<file path="src/hdl/skm_pkg.sv">
package skm_pkg;

	localparam int CODE_W = 10;
	localparam int MASK_W = 4;

	// Queue between classifier and sequencer
	localparam int QDEPTH = 4;
	localparam int QPTR_W = $clog2(QDEPTH);
	localparam int QCNT_W = $clog2(QDEPTH + 1);

	// Result kinds
	localparam logic [1:0] KIND_STATUS = 2'd0;
	localparam logic [1:0] KIND_PASS   = 2'd1;
	localparam logic [1:0] KIND_SYNTH  = 2'd2;

	// Linux input keycodes of the modifiers
	localparam logic [CODE_W-1:0] CODE_CTRL_L  = 10'd29;
	localparam logic [CODE_W-1:0] CODE_CTRL_R  = 10'd97;
	localparam logic [CODE_W-1:0] CODE_ALT_L   = 10'd56;
	localparam logic [CODE_W-1:0] CODE_ALT_R   = 10'd100;
	localparam logic [CODE_W-1:0] CODE_SHIFT_L = 10'd42;
	localparam logic [CODE_W-1:0] CODE_SHIFT_R = 10'd54;
	localparam logic [CODE_W-1:0] CODE_SUPER_L = 10'd125;
	localparam logic [CODE_W-1:0] CODE_SUPER_R = 10'd126;

	// One classified item, as handed from front to back
	typedef struct packed {
		logic              expand;   // emit the synthesized chord sequence
		logic [1:0]        kind;     // kind of the single result when not expanding
		logic [CODE_W-1:0] code;
		logic              pressed;
		logic [MASK_W-1:0] held;
		logic [MASK_W-1:0] latched;
		logic [MASK_W-1:0] active;   // modifiers to wrap around the key
	} job_t;

endpackage

</file>
<file path="src/hdl/skm_front.sv">
module skm_front (
	input  logic                       clk,
	input  logic                       arst_n,
	input  logic                       push,
	output logic                       full,
	input  logic [skm_pkg::CODE_W-1:0] key_code,
	input  logic                       key_pressed,
	input  logic                       cfg_valid,
	output logic                       cfg_ready,
	input  logic                       cfg_data,
	input  logic                       q_full,
	output logic                       q_push,
	output skm_pkg::job_t              q_job
);
	import skm_pkg::*;

	logic              enable_q;
	logic [MASK_W-1:0] held_q;
	logic [MASK_W-1:0] latched_q;

	logic              accept;
	logic [MASK_W-1:0] mod_bit;
	logic              is_mod;
	logic [MASK_W-1:0] active;
	logic [MASK_W-1:0] held_nx;
	logic [MASK_W-1:0] latched_nx;
	job_t              job;

	// Map a keycode to its modifier bit; zero for any other key
	function automatic logic [MASK_W-1:0] mod_of(input logic [CODE_W-1:0] c);
		logic [MASK_W-1:0] b;
		b = '0;
		if (c == CODE_CTRL_L || c == CODE_CTRL_R) b = 4'b0001;
		if (c == CODE_ALT_L || c == CODE_ALT_R) b = 4'b0010;
		if (c == CODE_SHIFT_L || c == CODE_SHIFT_R) b = 4'b0100;
		if (c == CODE_SUPER_L || c == CODE_SUPER_R) b = 4'b1000;
		return b;
	endfunction

	assign full      = q_full;
	assign cfg_ready = 1'b1;
	assign accept    = push && !q_full;
	assign q_push    = accept;
	assign q_job     = job;

	assign mod_bit = mod_of(key_code);
	assign is_mod  = |mod_bit;
	assign active  = held_q | latched_q;

	always_comb begin
		held_nx    = held_q;
		latched_nx = latched_q;
		job.expand  = 1'b0;
		job.kind    = KIND_PASS;
		job.code    = key_code;
		job.pressed = key_pressed;
		job.active  = active;
		if (!enable_q) begin
			job.kind = KIND_PASS;
		end else if (is_mod) begin
			if (key_pressed) begin
				priority if ((latched_q & mod_bit) != '0) begin
					latched_nx = latched_q & ~mod_bit;
				end else if ((held_q & mod_bit) != '0) begin
					held_nx    = held_q & ~mod_bit;
					latched_nx = latched_q | mod_bit;
				end else begin
					held_nx = held_q | mod_bit;
				end
			end
			job.kind    = KIND_STATUS;
			job.code    = '0;
			job.pressed = 1'b0;
		end else begin
			held_nx = '0;
			if (active == '0) begin
				job.kind = KIND_PASS;
			end else if (key_pressed) begin
				job.expand = 1'b1;
				job.kind   = KIND_SYNTH;
			end else begin
				job.kind    = KIND_STATUS;
				job.code    = '0;
				job.pressed = 1'b0;
			end
		end
		job.held    = held_nx;
		job.latched = latched_nx;
	end

	always_ff @(posedge clk or negedge arst_n) begin
		if (!arst_n) begin
			enable_q  <= 1'b0;
			held_q    <= '0;
			latched_q <= '0;
		end else begin
			if (cfg_valid && cfg_ready) enable_q <= cfg_data;
			if (accept) begin
				held_q    <= held_nx;
				latched_q <= latched_nx;
			end
		end
	end

	// A plain key under sticky handling always drops the held modifiers
	a_plain_key_clears_held: assert property (@(posedge clk) disable iff (!arst_n)
		(accept && enable_q && !is_mod) |=> (held_q == '0))
		else $error("held modifiers survived a plain key");

endmodule

</file>
<file path="src/hdl/skm_fifo.sv">
module skm_fifo (
	input  logic          clk,
	input  logic          arst_n,
	input  logic          wr_en,
	input  skm_pkg::job_t wr_data,
	output logic          is_full,
	input  logic          rd_en,
	output skm_pkg::job_t rd_data,
	output logic          is_empty
);
	import skm_pkg::*;

	job_t              mem_q [QDEPTH];
	logic [QPTR_W-1:0] wr_ptr_q;
	logic [QPTR_W-1:0] rd_ptr_q;
	logic [QCNT_W-1:0] cnt_q;
	logic              do_wr;
	logic              do_rd;

	assign is_full  = (cnt_q == QCNT_W'(QDEPTH));
	assign is_empty = (cnt_q == '0);
	assign do_wr    = wr_en && !is_full;
	assign do_rd    = rd_en && !is_empty;
	assign rd_data  = mem_q[rd_ptr_q];

	function automatic logic [QPTR_W-1:0] bump(input logic [QPTR_W-1:0] p);
		return (p == QPTR_W'(QDEPTH - 1)) ? '0 : p + 1'b1;
	endfunction

	always_ff @(posedge clk) begin
		if (do_wr) mem_q[wr_ptr_q] <= wr_data;
	end

	always_ff @(posedge clk or negedge arst_n) begin
		if (!arst_n) begin
			wr_ptr_q <= '0;
			rd_ptr_q <= '0;
			cnt_q    <= '0;
		end else begin
			if (do_wr) wr_ptr_q <= bump(wr_ptr_q);
			if (do_rd) rd_ptr_q <= bump(rd_ptr_q);
			if (do_wr && !do_rd) cnt_q <= cnt_q + 1'b1;
			else if (do_rd && !do_wr) cnt_q <= cnt_q - 1'b1;
		end
	end

	a_count_in_range: assert property (@(posedge clk) disable iff (!arst_n)
		cnt_q <= QCNT_W'(QDEPTH))
		else $error("queue count out of range");

endmodule

</file>
<file path="src/hdl/skm_back.sv">
module skm_back (
	input  logic                       clk,
	input  logic                       arst_n,
	input  skm_pkg::job_t              head,
	input  logic                       head_empty,
	output logic                       head_pop,
	output logic                       empty,
	input  logic                       pop,
	output logic [1:0]                 kind,
	output logic [skm_pkg::CODE_W-1:0] out_key_code,
	output logic                       out_pressed,
	output logic [skm_pkg::MASK_W-1:0] held_mask,
	output logic [skm_pkg::MASK_W-1:0] latched_mask,
	output logic                       last
);
	import skm_pkg::*;

	typedef enum logic [1:0] {
		PH_MODDN,
		PH_KEYDN,
		PH_KEYUP,
		PH_MODUP
	} phase_t;

	phase_t            phase_q;
	phase_t            nx_phase;
	logic [MASK_W-1:0] rem_q;
	logic              fresh_q;
	logic              valid_q;
	logic [1:0]        kind_q;
	logic [CODE_W-1:0] code_q;
	logic              pressed_q;
	logic [MASK_W-1:0] held_q;
	logic [MASK_W-1:0] latched_q;
	logic              last_q;

	logic              load;
	logic [MASK_W-1:0] eff_rem;
	logic [MASK_W-1:0] low;
	logic [MASK_W-1:0] low_rest;
	logic [MASK_W-1:0] high;
	logic [MASK_W-1:0] high_rest;
	logic [MASK_W-1:0] nx_rem;
	logic              nx_fresh;
	logic [1:0]        r_kind;
	logic [CODE_W-1:0] r_code;
	logic              r_pressed;
	logic              r_last;

	// Left-hand keycode of a one-hot modifier bit
	function automatic logic [CODE_W-1:0] left_code(input logic [MASK_W-1:0] b);
		logic [CODE_W-1:0] c;
		unique case (b)
			4'b0001: c = CODE_CTRL_L;
			4'b0010: c = CODE_ALT_L;
			4'b0100: c = CODE_SHIFT_L;
			4'b1000: c = CODE_SUPER_L;
			default: c = '0;
		endcase
		return c;
	endfunction

	assign load     = !head_empty && (!valid_q || pop);
	assign head_pop = load && r_last;

	// Presses walk the modifiers upward, releases walk them downward
	assign eff_rem  = fresh_q ? head.active : rem_q;
	assign low      = eff_rem & (~eff_rem + 1'b1);
	assign low_rest = eff_rem & ~low;

	always_comb begin
		priority if (rem_q[3]) high = 4'b1000;
		else if (rem_q[2]) high = 4'b0100;
		else if (rem_q[1]) high = 4'b0010;
		else high = 4'b0001;
	end
	assign high_rest = rem_q & ~high;

	always_comb begin
		r_kind    = head.kind;
		r_code    = head.code;
		r_pressed = head.pressed;
		r_last    = 1'b1;
		nx_phase  = PH_MODDN;
		nx_rem    = rem_q;
		nx_fresh  = 1'b1;
		if (head.expand) begin
			r_kind = KIND_SYNTH;
			unique case (phase_q)
				PH_MODDN: begin
					r_code    = left_code(low);
					r_pressed = 1'b1;
					r_last    = 1'b0;
					nx_rem    = low_rest;
					nx_fresh  = 1'b0;
					nx_phase  = (low_rest == '0) ? PH_KEYDN : PH_MODDN;
				end
				PH_KEYDN: begin
					r_pressed = 1'b1;
					r_last    = 1'b0;
					nx_rem    = head.active;
					nx_fresh  = 1'b0;
					nx_phase  = PH_KEYUP;
				end
				PH_KEYUP: begin
					r_pressed = 1'b0;
					r_last    = 1'b0;
					nx_fresh  = 1'b0;
					nx_phase  = PH_MODUP;
				end
				PH_MODUP: begin
					r_code    = left_code(high);
					r_pressed = 1'b0;
					r_last    = (high_rest == '0);
					nx_rem    = high_rest;
					if (high_rest != '0) begin
						nx_fresh = 1'b0;
						nx_phase = PH_MODUP;
					end
				end
			endcase
		end
	end

	always_ff @(posedge clk or negedge arst_n) begin
		if (!arst_n) begin
			phase_q <= PH_MODDN;
			fresh_q <= 1'b1;
			rem_q   <= '0;
			valid_q <= 1'b0;
		end else begin
			if (load) begin
				phase_q <= nx_phase;
				fresh_q <= nx_fresh;
				rem_q   <= nx_rem;
				valid_q <= 1'b1;
			end else if (pop) begin
				valid_q <= 1'b0;
			end
		end
	end

	// Result payload holds until the slot is reloaded
	always_ff @(posedge clk) begin
		if (load) begin
			kind_q    <= r_kind;
			code_q    <= r_code;
			pressed_q <= r_pressed;
			held_q    <= head.held;
			latched_q <= head.latched;
			last_q    <= r_last;
		end
	end

	assign empty        = !valid_q;
	assign kind         = kind_q;
	assign out_key_code = code_q;
	assign out_pressed  = pressed_q;
	assign held_mask    = held_q;
	assign latched_mask = latched_q;
	assign last         = last_q;

	a_status_has_no_key: assert property (@(posedge clk) disable iff (!arst_n)
		(valid_q && kind_q == KIND_STATUS) |-> (code_q == '0 && !pressed_q))
		else $error("status result carries a key");

	a_only_chords_continue: assert property (@(posedge clk) disable iff (!arst_n)
		(valid_q && !last_q) |-> (kind_q == KIND_SYNTH))
		else $error("non-final result outside a synthesized sequence");

endmodule

</file>
<file path="src/hdl/sticky_modifier_keys.sv">
// Sticky modifier keys. Key events (keycode, press flag) go in through a queue-like
// push/full port and results come out through an empty/pop port, oldest first. With
// enable at 0 (its reset value) every event passes through unchanged as one result of
// kind 1. With enable at 1, a press of ctrl, alt, shift or super (either side) steps
// that modifier off -> held -> latched -> off and gives one status result (kind 0);
// modifier releases give a status result too. A plain key with no modifier active
// passes through. A plain key press with modifiers active is swallowed and replaced by
// synthesized events (kind 2): left-hand modifier presses in ctrl, alt, shift, super
// order, the key press, the key release, then the modifier releases in reverse; a plain
// key release with modifiers active gives one status result. Every plain key clears the
// held modifiers while latched ones stay. Each result carries the held and latched
// masks after its event, and last marks the final result of an event. Events enter at
// one per cycle while full is low, classified at once into a four-entry queue; a
// sequencer drains it at one result per cycle while the output is free or popped, so
// an event gives one result, or 2n+2 for a chord of n modifiers (at most 10). Write
// enable over the cfg port only while no event is in flight; cfg_ready is always high.
module sticky_modifier_keys (
	input  logic                       clk,
	input  logic                       arst_n,
	input  logic                       push,
	output logic                       full,
	input  logic [skm_pkg::CODE_W-1:0] key_code,
	input  logic                       key_pressed,
	output logic                       empty,
	input  logic                       pop,
	output logic [1:0]                 kind,
	output logic [skm_pkg::CODE_W-1:0] out_key_code,
	output logic                       out_pressed,
	output logic [skm_pkg::MASK_W-1:0] held_mask,
	output logic [skm_pkg::MASK_W-1:0] latched_mask,
	output logic                       last,
	input  logic                       cfg_valid,
	output logic                       cfg_ready,
	input  logic                       cfg_data
);
	import skm_pkg::*;

	// Classified events between front and back
	job_t q_in;
	job_t q_head;
	logic q_push;
	logic q_full;
	logic q_pop;
	logic q_empty;

	// Classify each event and advance the modifier state on acceptance
	skm_front u_front (
		.clk         (clk),
		.arst_n      (arst_n),
		.push        (push),
		.full        (full),
		.key_code    (key_code),
		.key_pressed (key_pressed),
		.cfg_valid   (cfg_valid),
		.cfg_ready   (cfg_ready),
		.cfg_data    (cfg_data),
		.q_full      (q_full),
		.q_push      (q_push),
		.q_job       (q_in)
	);

	// Hold classified events so either side can stall on its own
	skm_fifo u_fifo (
		.clk      (clk),
		.arst_n   (arst_n),
		.wr_en    (q_push),
		.wr_data  (q_in),
		.is_full  (q_full),
		.rd_en    (q_pop),
		.rd_data  (q_head),
		.is_empty (q_empty)
	);

	// Expand each event into its results, one per cycle while the output register is free or popped
	skm_back u_back (
		.clk          (clk),
		.arst_n       (arst_n),
		.head         (q_head),
		.head_empty   (q_empty),
		.head_pop     (q_pop),
		.empty        (empty),
		.pop          (pop),
		.kind         (kind),
		.out_key_code (out_key_code),
		.out_pressed  (out_pressed),
		.held_mask    (held_mask),
		.latched_mask (latched_mask),
		.last         (last)
	);

endmodule
</file>
<file path="config.mk">
export PLATFORM = sky130hd
export DESIGN_NAME = sticky_modifier_keys
export DESIGN_NICKNAME = d
export VERILOG_FILES = /design/src/hdl/skm_pkg.sv /design/src/hdl/skm_front.sv /design/src/hdl/skm_fifo.sv /design/src/hdl/skm_back.sv /design/src/hdl/sticky_modifier_keys.sv
export SDC_FILE = /design/constraint.sdc
export NUM_CORES = 1
export LEC_CHECK = 0
export ABC_CLOCK_PERIOD_IN_PS = 2900
export BUFFER_PORTS_ARGS = -buffer_cell sky130_fd_sc_hd__buf_2
export CAP_MARGIN = 20
export CORE_ASPECT_RATIO = 1.25
export CORE_MARGIN = 5
export CORE_UTILIZATION = 60
export DETAILED_ROUTE_END_ITERATION = 8
export PLACE_DENSITY = 0.79
export SLEW_MARGIN = 20
export SYNTH_ARGS = -nofsm -noshare
export SYNTH_HDL_FRONTEND = slang
export SYNTH_SLANG_ARGS = --single-unit
</file>
<file path="constraint.sdc">
create_clock -name clk -period 2.9 [get_ports clk]
set_input_delay 0.58 -clock clk [delete_from_list [all_inputs] [get_ports clk]]
set_output_delay 0.58 -clock clk [all_outputs]
set_load 0.01 [all_outputs]
</file>
==> metrics.txt, run 1 <==
DRC violation count after routing=0; post-synthesis sequential element count=146; total clock sinks=~150; switching component of the power=between 2 and 2.5 mW; most frequently used flop master after synthesis=sky130_fd_sc_hd__edfxtp_1; number of standard cells after synthesis=about 440; Critical R2R Capture=u_fifo.cnt_q[1]$_DFFE_PN0P_; total via count in the routed design=3942; io pins=42; PwrDens=between 1000 and 1500 mW/mm^2; overall track demand over capacity in global routing=21.7%; worst setup path startpoint=u_back.rem_q[3]$_DFFE_PN0P_; Max Root-Sink Buffers=2; number of hold buffers added after CTS=0; relative area change from synthesis to final layout=13.6%; Switching Share=32.1%; pins over their slew limit=0; Detailed Place HPWL=9000 um; reported leakage power=~2.8 nW; TritonCTS clock tree=built; Clock Power Share=25.9%; multi-input combinational cell area=around 0.0022 mm^2; warnings from Yosys=0; Seq/Total Area, Yosys=between 60 and 70%; cell count of the worst reg-to-reg path=9; CP max stage delay=approximately 460 ps; area of the die=roughly 0.013 mm^2; Slew headroom=59.2%; final critical-path setup slack=about 360 ps; startpoint types=flop; category of cells accounting for the largest share of critical-path delay=adder cells; count of cell instances traversed by the critical path=9; startpoint of the worst register-to-register path=u_back.rem_q[3]$_DFFE_PN0P_; crit path kind=flop to flop; power share of the sequential group=a little over two fifths; core box area=0.0110 mm^2; kind of path behind the tightest hold check=primary input to async pin; Setup crit end=u_fifo.cnt_q[1]$_DFFE_PN0P_; Worst-path clk slew=~60 ps; RePlAce Congestion=between 0.8 and 0.9; P_int=roughly 5.2 mW; per-cell routed wire length=between 20 and 25 um; critical path endpoint category=flop; first-pass GRT wire length=between 20000 and 25000 um; worst-path cell with the longest stage delay=sky130_fd_sc_hd__dfrtp_1; number of global-route vias before repair=between 4000 and 5000; Die Y-Extent=around 130 um; number of enable-type register cells in the synthesized netlist=122; crit path time final=2540 ps; Clock Latency Late Sink=410 ps; initial drt markers=250; post-synthesis area per instance=about 15 um^2; Finish-stage setup viols=0; post-CTS setup buffer count=0; data required time of the worst path=~3200 ps; Starting Density=approximately 61%; Slew @ Worst Pin=approximately 600 ps; maximum level of the CTS H-tree=4; unrepaired setup endpoints after global routing=no; CP most frequent cell=sky130_fd_sc_hd__inv_1; router iterations before antenna repair=4; sequential standard cell area=0.00427 mm^2; share of the core filled with cells in the final layout=68.8%; Avg Vias per Cell=between 6 and 7; Fmax achieved=just under 0.4 GHz; Placement Rows=43; Inserted Clock Buffers=17; library cells used by synthesis=71; maximum number of pins on one net before global-route repair=25; Max IR drop VDD=between 0.0005 and 0.0006 V; die width=104 um; portion of total power attributed to combinational logic=32.4%; fraction of synthesis flops using an asynchronous set or reset pin=16.4%; number of maximum-capacitance violations=0; share of final-layout standard cells stronger than drive strength 1=26.7%; worst setup skew after layout=roughly 12 ps; initial antenna violation count=0; Resize count post-CTS=0; mapped cell area=approximately 0.0066 mm^2; pre-CTS setup slack=222 ps; post-route ant nets=0; final routed wirelength across all metal layers=13600 um; summed negative setup slack over all endpoints=0 ps; worst reg2reg setup slack=360 ps; Final Total Pwr=between 7 and 8 mW; count of input and output buffers=40; leftover overflow at the end of global routing=0; diode count=0; portion of the clock cycle consumed by the worst path in the final layout=about 88%; Synthesized Nets=about 470; Layout fillers=770; cells traversed along the worst timing path=maj3_1 > o21ai_0 > nand2_1 > a21oi_1 > inv_1 > ha_1 > inv_1 > fa_1 > mux2_2; largest fanout on the critical path=9; status=completed; number of hold-slack violations in the final timing report=0; count of nets after finishing=527; worst path bufs/invs=2; arrival time worst endpoint=roughly 2800 ps; Root Buffer=sky130_fd_sc_hd__clkbuf_16
==> per-stage QoR <==
stage / hold slack (ps) / instance area, um^2 / instances
CTS: 191 / 7550 / 645
global route: 211 / 7550 / 645
detailed placement: 486 / 7010 / 614
floorplan: 284 / 6650 / 444
finish: 189 / 7550 / 645
global placement: 471 / 7010 / 614
==> synthesized netlist by cell type (all sizes together), types with 10 or more instances <==
cell    number  area share [%]
and2        20             1.9
inv         12            0.68
a21oi       14             1.3
nor3        10             1.0
buf         12             1.2
o21ai       15             1.1
edfxtp     122              55
ha          11             2.1
mux4        24             8.1
a31oi       12             1.1
nand3       10            0.75
nor2        21             1.3
dfrtp       23             8.7
nand2       32             1.9
==> how the worst min path moves through the flow <==
stage	from	end	slack [ps]	cells after the start
after global placement	u_fifo.cnt_q[2]$_DFFE_PN0P_	u_fifo.cnt_q[2]$_DFFE_PN0P_	470	1
final	arst_n	u_back.rem_q[2]$_DFFE_PN0P_	190	1
after global routing	arst_n	u_back.phase_q[0]$_DFFE_PN0P_	210	1
after floorplan	arst_n	u_back.phase_q[0]$_DFFE_PN0P_	280	0
after CTS	arst_n	u_back.rem_q[2]$_DFFE_PN0P_	190	1
after detailed placement	u_fifo.cnt_q[2]$_DFFE_PN0P_	u_fifo.cnt_q[2]$_DFFE_PN0P_	490	1
==> state kept, by name, indices dropped and copies added, names as in the netlist <==
signal / cells
u_back.rem_q: 4
u_front.enable_q: 1
u_back.out_pressed: 1
u_back.phase_q: 2
u_front.held_q: 4
u_fifo.rd_ptr_q: 2
u_fifo.mem_q: 100
u_back.kind: 2
u_back.out_key_code: 10
u_fifo.cnt_q: 3
u_back.valid_q: 1
u_fifo.wr_ptr_q: 2
u_back.last: 1
u_back.fresh_q: 1
u_back.latched_mask: 4
u_back.held_mask: 4
u_front.latched_q: 4
==> area by class of cell <==
cell class	instances	area share, %
sequential	146	56.5
timing repair buffer	55	4.14
inverter	12	0.597
clock buffer	19	5.73
multi-input combinational	266	29.3
clock inverter	12	1.46
tap	135	2.24
==> power by group through the flow <==
stage               Clock [mW]  Sequential [mW]  Combinational [mW]
floorplan                    0             3.22                1.79
global placement             0             3.22                2.47
detailed placement           0             3.26                2.51
CTS                       2.04             3.23                2.53
global route              2.14             3.28                2.73
finish                    2.00             3.22                2.51
==> metal layers <==
metal	track usage [%]	share of wire (%)
met1	25.9	40
met2	38.7	55
met3	4.69	4.0
met4	8.31	1.5
met5	0	0
==> cells in the final DEF, fill, tap and decap left out, drive strengths merged, types with 2 or more instances in the layout <==
| master | instances |
|---|---|
| and2 | 20 |
| nor2b | 6 |
| mux2 | 6 |
| a2bb2oi | 2 |
| nand3 | 10 |
| mux4 | 24 |
| nand2b | 9 |
| o21bai | 2 |
| a41oi | 6 |
| nand2 | 32 |
| o21ai | 15 |
| clkbuf | 19 |
| or3 | 5 |
| maj3 | 2 |
| xnor2 | 2 |
| and4bb | 2 |
| xor2 | 2 |
| a21oi | 14 |
| nor3b | 2 |
| o31ai | 4 |
| o311ai | 2 |
| a22o | 3 |
| nand3b | 5 |
| a31oi | 12 |
| nor2 | 21 |
| nor3 | 10 |
| clkinvlp | 3 |
| or3b | 3 |
| buf | 55 |
| edfxtp | 122 |
| ha | 11 |
| mux2i | 6 |
| inv | 14 |
| a21o | 4 |
| o22a | 2 |
| clkinv | 6 |
| dfrtp | 23 |
| or2 | 5 |
==> logic make-up (layout without fill, tap and decap cells) <==
group	count (synthesis)	in the layout	share of synthesized area (%)
compound gates	77	77	8.34
simple gates	134	134	11.5
flops	146	146	64.2
mux	36	36	10.2
xor+xnor	4	4	0.527
other cells	1	1	0.0564
buf+inv	32	98	2.52
fa+ha+maj	14	14	2.67
(Power assumes the default switching activity.)
==> run 2: changes to the inputs <==
Settings changed: ABC_AREA set to 1, CORE_UTILIZATION 60 to 61, PLACE_DENSITY 0.79 to 0.8.
==> run 2 against run 1 <==
Effect of this change: sequential share of layout area shrank 2.6 points; combinational power grew 23%; cell count grew 35%; flip-flop and latch count is the same; setup slack gained 180 ps; critical endpoint is now u_fifo.cnt_q[2]$_DFFE_PN0P_; register-to-register slack gained 180 ps; utilization grew 2.9 points; die area grew 1.3%; largest cell class unchanged; total power grew 15%; non-clock buffer count is the same.
==> metrics.txt, run 2 <==
Slew @ Worst Pin=approximately 850 ps; unrepaired setup endpoints after global routing=no; Max IR drop VDD=slightly above 0.0006 V; initial drt markers=around 420; TritonCTS clock tree=built; crit path time final=2360 ps; Detailed Place HPWL=9940 um; Avg Vias per Cell=5.77; summed negative setup slack over all endpoints=0 ps; maximum number of pins on one net before global-route repair=27; mapped cell area=around 0.0069 mm^2; most frequently used flop master after synthesis=sky130_fd_sc_hd__edfxtp_1; die width=between 100 and 150 um; overall track demand over capacity in global routing=23.5%; total clock sinks=~150; CP max stage delay=around 440 ps; Fmax achieved=~0.42 GHz; most frequent cells after synthesis=sky130_fd_sc_hd__nand2_1, sky130_fd_sc_hd__edfxtp_1, sky130_fd_sc_hd__nor2_1; data required time of the worst path=approximately 3200 ps; Placement Rows=43; Layout fillers=744; cell types with the largest area share after synthesis=sky130_fd_sc_hd__edfxtp_1, sky130_fd_sc_hd__dfrtp_1, sky130_fd_sc_hd__nand2_1, sky130_fd_sc_hd__nor2_1, sky130_fd_sc_hd__o21ai_0; reported leakage power=around 3.4 nW; worst hold slack after final layout=around 170 ps; io pins=42; cells traversed along the worst timing path=ha_1 > inv_1 > o21ai_1 > nand2_1 > ha_1 > inv_1 > fa_1 > a21oi_1 > o21ai_0 > xor2_1; post-route design area=roughly 0.008 mm^2; router iterations before antenna repair=5; share of the core filled with cells in the final layout=71.7%; leading cell type in the layout, fill and taps excluded=sky130_fd_sc_hd__nand2_1; post-synthesis area per instance=a little over 10 um^2; pins over their slew limit=0; largest fanout on the critical path=7; placed cell count=roughly 840; post-CTS setup buffer count=0; Die Y-Extent=between 100 and 150 um; Finish-stage setup viols=0; share of the synthesized area in the top cell type=53.5%; number of hold-slack violations in the final timing report=0; per-cell routed wire length=~18 um; portion of the clock cycle consumed by the worst path in the final layout=81.5%; status=completed; startpoint types=flop; Starting Density=between 60% and 70%; number of flip-flops in the largest register=100; Resize count post-CTS=0; Inserted Clock Buffers=17; crit path kind=flop to flop; startpoint of the worst register-to-register path=u_back.phase_q[1]$_DFFE_PN0P_; Reg with most FFs=u_fifo.mem_q; RePlAce Congestion=~0.89; area of the die=~0.013 mm^2; core box area=between 0.01 and 0.015 mm^2; number of enable-type register cells in the synthesized netlist=122; initial antenna violation count=0; number of maximum-capacitance violations=0; Seq/Total Area, Yosys=around 62%; warnings from Yosys=0; library cells used by synthesis=between 40 and 50; worst setup path startpoint=u_back.phase_q[1]$_DFFE_PN0P_; total via count in the routed design=about 5000; worst setup skew after layout=around 6 ps; maximum level of the CTS H-tree=4; Final Total Pwr=a little under 9 mW; final critical-path setup slack=535 ps; final routed wirelength across all metal layers=15300 um; count of input and output buffers=40; worst-path cell with the longest stage delay=sky130_fd_sc_hd__dfrtp_1; post-layout instance count excluding filler cells=about 870; DRC violation count after routing=0; sequential standard cell area=approximately 0.0043 mm^2; critical path endpoint category=flop; kind of path behind the tightest hold check=primary input to async pin; fraction of synthesis flops using an asynchronous set or reset pin=between 10% and 20%; Clock Latency Late Sink=around 410 ps; arrival time worst endpoint=2660 ps; diode count=0; commonest non-fill, non-tap cells in the layout=sky130_fd_sc_hd__nand2_1, sky130_fd_sc_hd__edfxtp_1, sky130_fd_sc_hd__nor2_1; pre-CTS setup slack=between 400 and 500 ps; Worst-path clk slew=60 ps; post-synthesis sequential element count=between 100 and 150; Max Root-Sink Buffers=2; Root Buffer=sky130_fd_sc_hd__clkbuf_16; number of standard cells after synthesis=approximately 670; leftover overflow at the end of global routing=0; Slew headroom=a little over two fifths; multi-input combinational cell area=around 0.0022 mm^2; PwrDens=between 1000 and 1500 mW/mm^2; post-synthesis cell type with the largest combined area=sky130_fd_sc_hd__edfxtp_1; post-route ant nets=0; Synthesized Nets=between 600 and 700; number of hold buffers added after CTS=0; post-detailed-placement cell area=0.00725 mm^2; share of final-layout standard cells stronger than drive strength 1=~20%; number of global-route vias before repair=slightly above 5000; most frequent cell after synthesis=sky130_fd_sc_hd__nand2_1; first-pass GRT wire length=between 20000 and 25000 um; relative area change from synthesis to final layout=15.4%; count of nets after finishing=~750
run 2: per-layer routing:
layer	wire, um	GRT usage [%]	share of wire, %	up-vias
met5	0	0	0	-
met4	450	10.5	2.9	0
met3	894	5.02	5.9	41
met2	8150	42.3	53	192
met1	5790	26.8	38	2401
li1	-	-	-	2376
run 2: worst paths after layout:
path | slack [ps] | depth (start not counted) | endpoint
max | 540 | 10 | u_fifo.cnt_q[2]$_DFFE_PN0P_
min | 170 | 1 | u_fifo.rd_ptr_q[1]$_DFFE_PN0P_
max reg2reg | 540 | 10 | u_fifo.cnt_q[2]$_DFFE_PN0P_
min reg2reg | 520 | 2 | u_back.rem_q[0]$_DFFE_PN0P_
max in group asynchronous | 2340 | 1 | u_front.held_q[3]$_DFFE_PN0P_
min in group clk | 370 | 2 | u_back.valid_q$_DFFE_PN0P_
run 2: cells by family after synthesis:
kind of cell               share of synthesized area [%]
buffers and inverters                               5.39
AOI/OAI and AO/OA                                   8.82
adders and majority gates                           2.30
and+or+nand+nor                                     20.9
other                                             0.0547
DFF                                                 62.2
xor gates and xnor gates                           0.256
run 2: final cells by class:
class,count,share of cell area [%]
multi-input combinational,426,28.2
inverter,74,3.51
timing repair buffer,55,3.95
clock buffer,18,5.42
sequential,146,53.9
tap,135,2.14
clock inverter,14,2.89
run 2: worst max-delay path: cells and delay by family, from the launching register on:
| kind | cells | cell delay [ps] |
|---|---|---|
| buffers and inverters | 2 | 270 |
| xor gates and xnor gates | 1 | 150 |
| and+or+nand+nor | 1 | 130 |
| AOI/OAI and AO/OA | 3 | 370 |
| adders and majority gates | 3 | 880 |
| DFF | 1 | 440 |
run 2: power by group:
| part | leakage [nW] | total [mW] | internal, mW | switching, mW |
|---|---|---|---|---|
| Combinational | 1.62 | 3.09 | 0.974 | 2.12 |
| Clock | 0.313 | 2.40 | 1.54 | 0.857 |
| Sequential | 1.45 | 3.37 | 3.13 | 0.238 |
==> run 3: changes to the inputs <==
Settings changed: ABC_CLOCK_PERIOD_IN_PS 2900 to 2300.
Clock period 2.9 ns to 2.3 ns, I/O delays scaled along.
==> run 3 against run 2 <==
Effect of this change: non-clock buffer count up 13; maximum frequency up 5.8%; total power up 25%; critical path depth up 2; cell count up 1.5%; clock skew up 2.7 ps; worst hold slack worse by 130 ps.
==> metrics.txt, run 3 (synthesis gave the netlist of run 2 again) <==
DRC violation count after routing=0; io pins=42; arrival time worst endpoint=~2500 ps; startpoint types=flop; Avg Vias per Cell=approximately 5.8; largest fanout on the critical path=4; Clock Latency Late Sink=420 ps; Starting Density=approximately 62%; die width=105 um; number of global-route vias before repair=~5200; number of hold buffers added after CTS=0; Placement Rows=between 40 and 50; Fmax achieved=0.447 GHz; cell count of the worst reg-to-reg path=12; startpoint of the worst register-to-register path=u_back.rem_q[2]$_DFFE_PN0P_; overall track demand over capacity in global routing=a little under a quarter; Max IR drop VDD=slightly above 0.0009 V; unrepaired setup endpoints after global routing=yes; crit path time final=2240 ps; maximum level of the CTS H-tree=4; share of the core filled with cells in the final layout=about 73%; Root Buffer=sky130_fd_sc_hd__clkbuf_16; status=completed; Slew @ Worst Pin=a little under 600 ps; summed negative setup slack over all endpoints=0 ps; Final Total Pwr=roughly 11 mW; placed cell count=between 800 and 900; first-pass GRT wire length=24700 um; pins over their slew limit=0; initial drt markers=between 400 and 500; maximum number of pins on one net before global-route repair=33; worst setup path startpoint=u_back.rem_q[2]$_DFFE_PN0P_; portion of the clock cycle consumed by the worst path in the final layout=97.2%; leftover overflow at the end of global routing=0; post-layout instance count excluding filler cells=between 800 and 900; count of input and output buffers=40; total via count in the routed design=a little over 5000; number of maximum-capacitance violations=0; leading cell type in the layout, fill and taps excluded=sky130_fd_sc_hd__nand2_1; Max Root-Sink Buffers=2; Slew headroom=roughly 60%; Die Y-Extent=about 130 um; per-cell routed wire length=17.2 um; count of nets after finishing=approximately 760; Critical R2R Capture=u_fifo.cnt_q[1]$_DFFE_PN0P_; commonest non-fill, non-tap cells in the layout=sky130_fd_sc_hd__nand2_1, sky130_fd_sc_hd__edfxtp_1, sky130_fd_sc_hd__nor2_1; worst reg2reg setup slack=approximately 64 ps; area of the die=0.0135 mm^2; total clock sinks=around 150; Switching Share=between 30% and 40%; Finish-stage setup viols=0; crit path kind=flop to flop; post-route ant nets=0; data required time of the worst path=~2600 ps; Inserted Clock Buffers=17; portion of total power attributed to combinational logic=a little under two fifths; Worst-path clk slew=~60 ps; worst path bufs/invs=2; RePlAce Congestion=between 0.8 and 0.9; worst hold slack after final layout=about 40 ps; Detailed Place HPWL=a little over 10000 um; CP max stage delay=~420 ps; critical path endpoint category=flop; P_int=6.92 mW; count of cell instances traversed by the critical path=12; TritonCTS clock tree=built; cells traversed along the worst timing path=nor2_1 > inv_1 > or2_4 > nand2_2 > nand3_2 > o21ai_2 > nand2_2 > ha_1 > inv_2 > fa_2 > nor2_1 > a21oi_1; Setup crit end=u_fifo.cnt_q[1]$_DFFE_PN0P_; initial antenna violation count=0; core box area=0.0110 mm^2; share of final-layout standard cells stronger than drive strength 1=22.5%; PwrDens=roughly 1400 mW/mm^2; number of hold-slack violations in the final timing report=0; Reg with most FFs=u_fifo.mem_q; worst setup skew after layout=8.76 ps; number of flip-flops in the largest register=100; category of cells accounting for the largest share of critical-path delay=simple AND/OR/NAND/NOR gates; diode count=0; Clock Power Share=23.9%; reported leakage power=around 3.4 nW; switching component of the power=between 4 and 5 mW; relative area change from synthesis to final layout=17.3%; router iterations before antenna repair=5; power share of the sequential group=38.3%; kind of path behind the tightest hold check=primary input to async pin; final routed wirelength across all metal layers=~15000 um; worst-path cell with the longest stage delay=sky130_fd_sc_hd__fa_2
## run 3: cell count changes in the layout (fill, tap and decap cells not counted), moves of 2 or more
| cell | before | now |
|---|---|---|
| sky130_fd_sc_hd__clkinv_4 | 4 | 1 |
| sky130_fd_sc_hd__inv_6 | 2 | 7 |
| sky130_fd_sc_hd__clkinv_2 | 0 | 2 |
| sky130_fd_sc_hd__nand2_1 | 133 | 130 |
| sky130_fd_sc_hd__bufinv_16 | 5 | 1 |
| sky130_fd_sc_hd__buf_12 | 0 | 5 |
| sky130_fd_sc_hd__buf_4 | 15 | 21 |
| sky130_fd_sc_hd__nand2_2 | 7 | 10 |
## run 3: per-stage QoR
step	cell area, um^2	worst slack, ps
after CTS	7980	11.5
after detailed placement	7400	21.5
final	8040	64.0
after global routing	8040	-56.9
after floorplan	6860	-228
after global placement	7400	128
## run 3: power groups by stage
stage	registers [mW]	logic (mW)	clock network [mW]
2_1_floorplan	4.33	2.55	0
3_5_place_dp	4.28	4.02	0
6_report	4.26	4.20	2.65
5_1_grt	4.33	4.65	2.80
3_3_place_gp	4.24	3.83	0
4_1_cts	4.24	4.05	2.67
## run 3: layout make-up
cell class	instances	area (um^2)
flip-flops and latches	146	4270
well taps	135	169
clock inverters	15	148
fillers	716	2990
repair buffers	68	484
clock buffers	17	425
multi-input cells	426	2260
inverters	74	280
## run 3: repair_timing
action / 4_1_cts / 5_1_grt
buffers inserted: 0 / 3
resized for setup: 0 / 13
setup endpoints to repair: 0 / 6
## run 3: per-layer routing
metal | GRT usage (%) | vias to the layer above | share of wire [%]
li1 | - | 2398 | -
met1 | 27.4 | 2459 | 39
met2 | 41.7 | 189 | 53
met3 | 4.57 | 26 | 6.2
met4 | 9.03 | 0 | 1.8
met5 | 0 | - | 0
## run 3: worst min path at each step
stage                      start                             to  slack, ps  depth (start not counted)
after global placement    arst_n    u_back.rem_q[1]$_DFFE_PN0P_        490                          1
after CTS                 arst_n    u_back.rem_q[1]$_DFFE_PN0P_         50                          1
after floorplan           arst_n  u_back.phase_q[0]$_DFFE_PN0P_        160                          0
after global routing      arst_n    u_back.rem_q[1]$_DFFE_PN0P_         80                          1
final                     arst_n    u_back.rem_q[1]$_DFFE_PN0P_         40                          1
after detailed placement  arst_n    u_back.rem_q[1]$_DFFE_PN0P_        490                          1
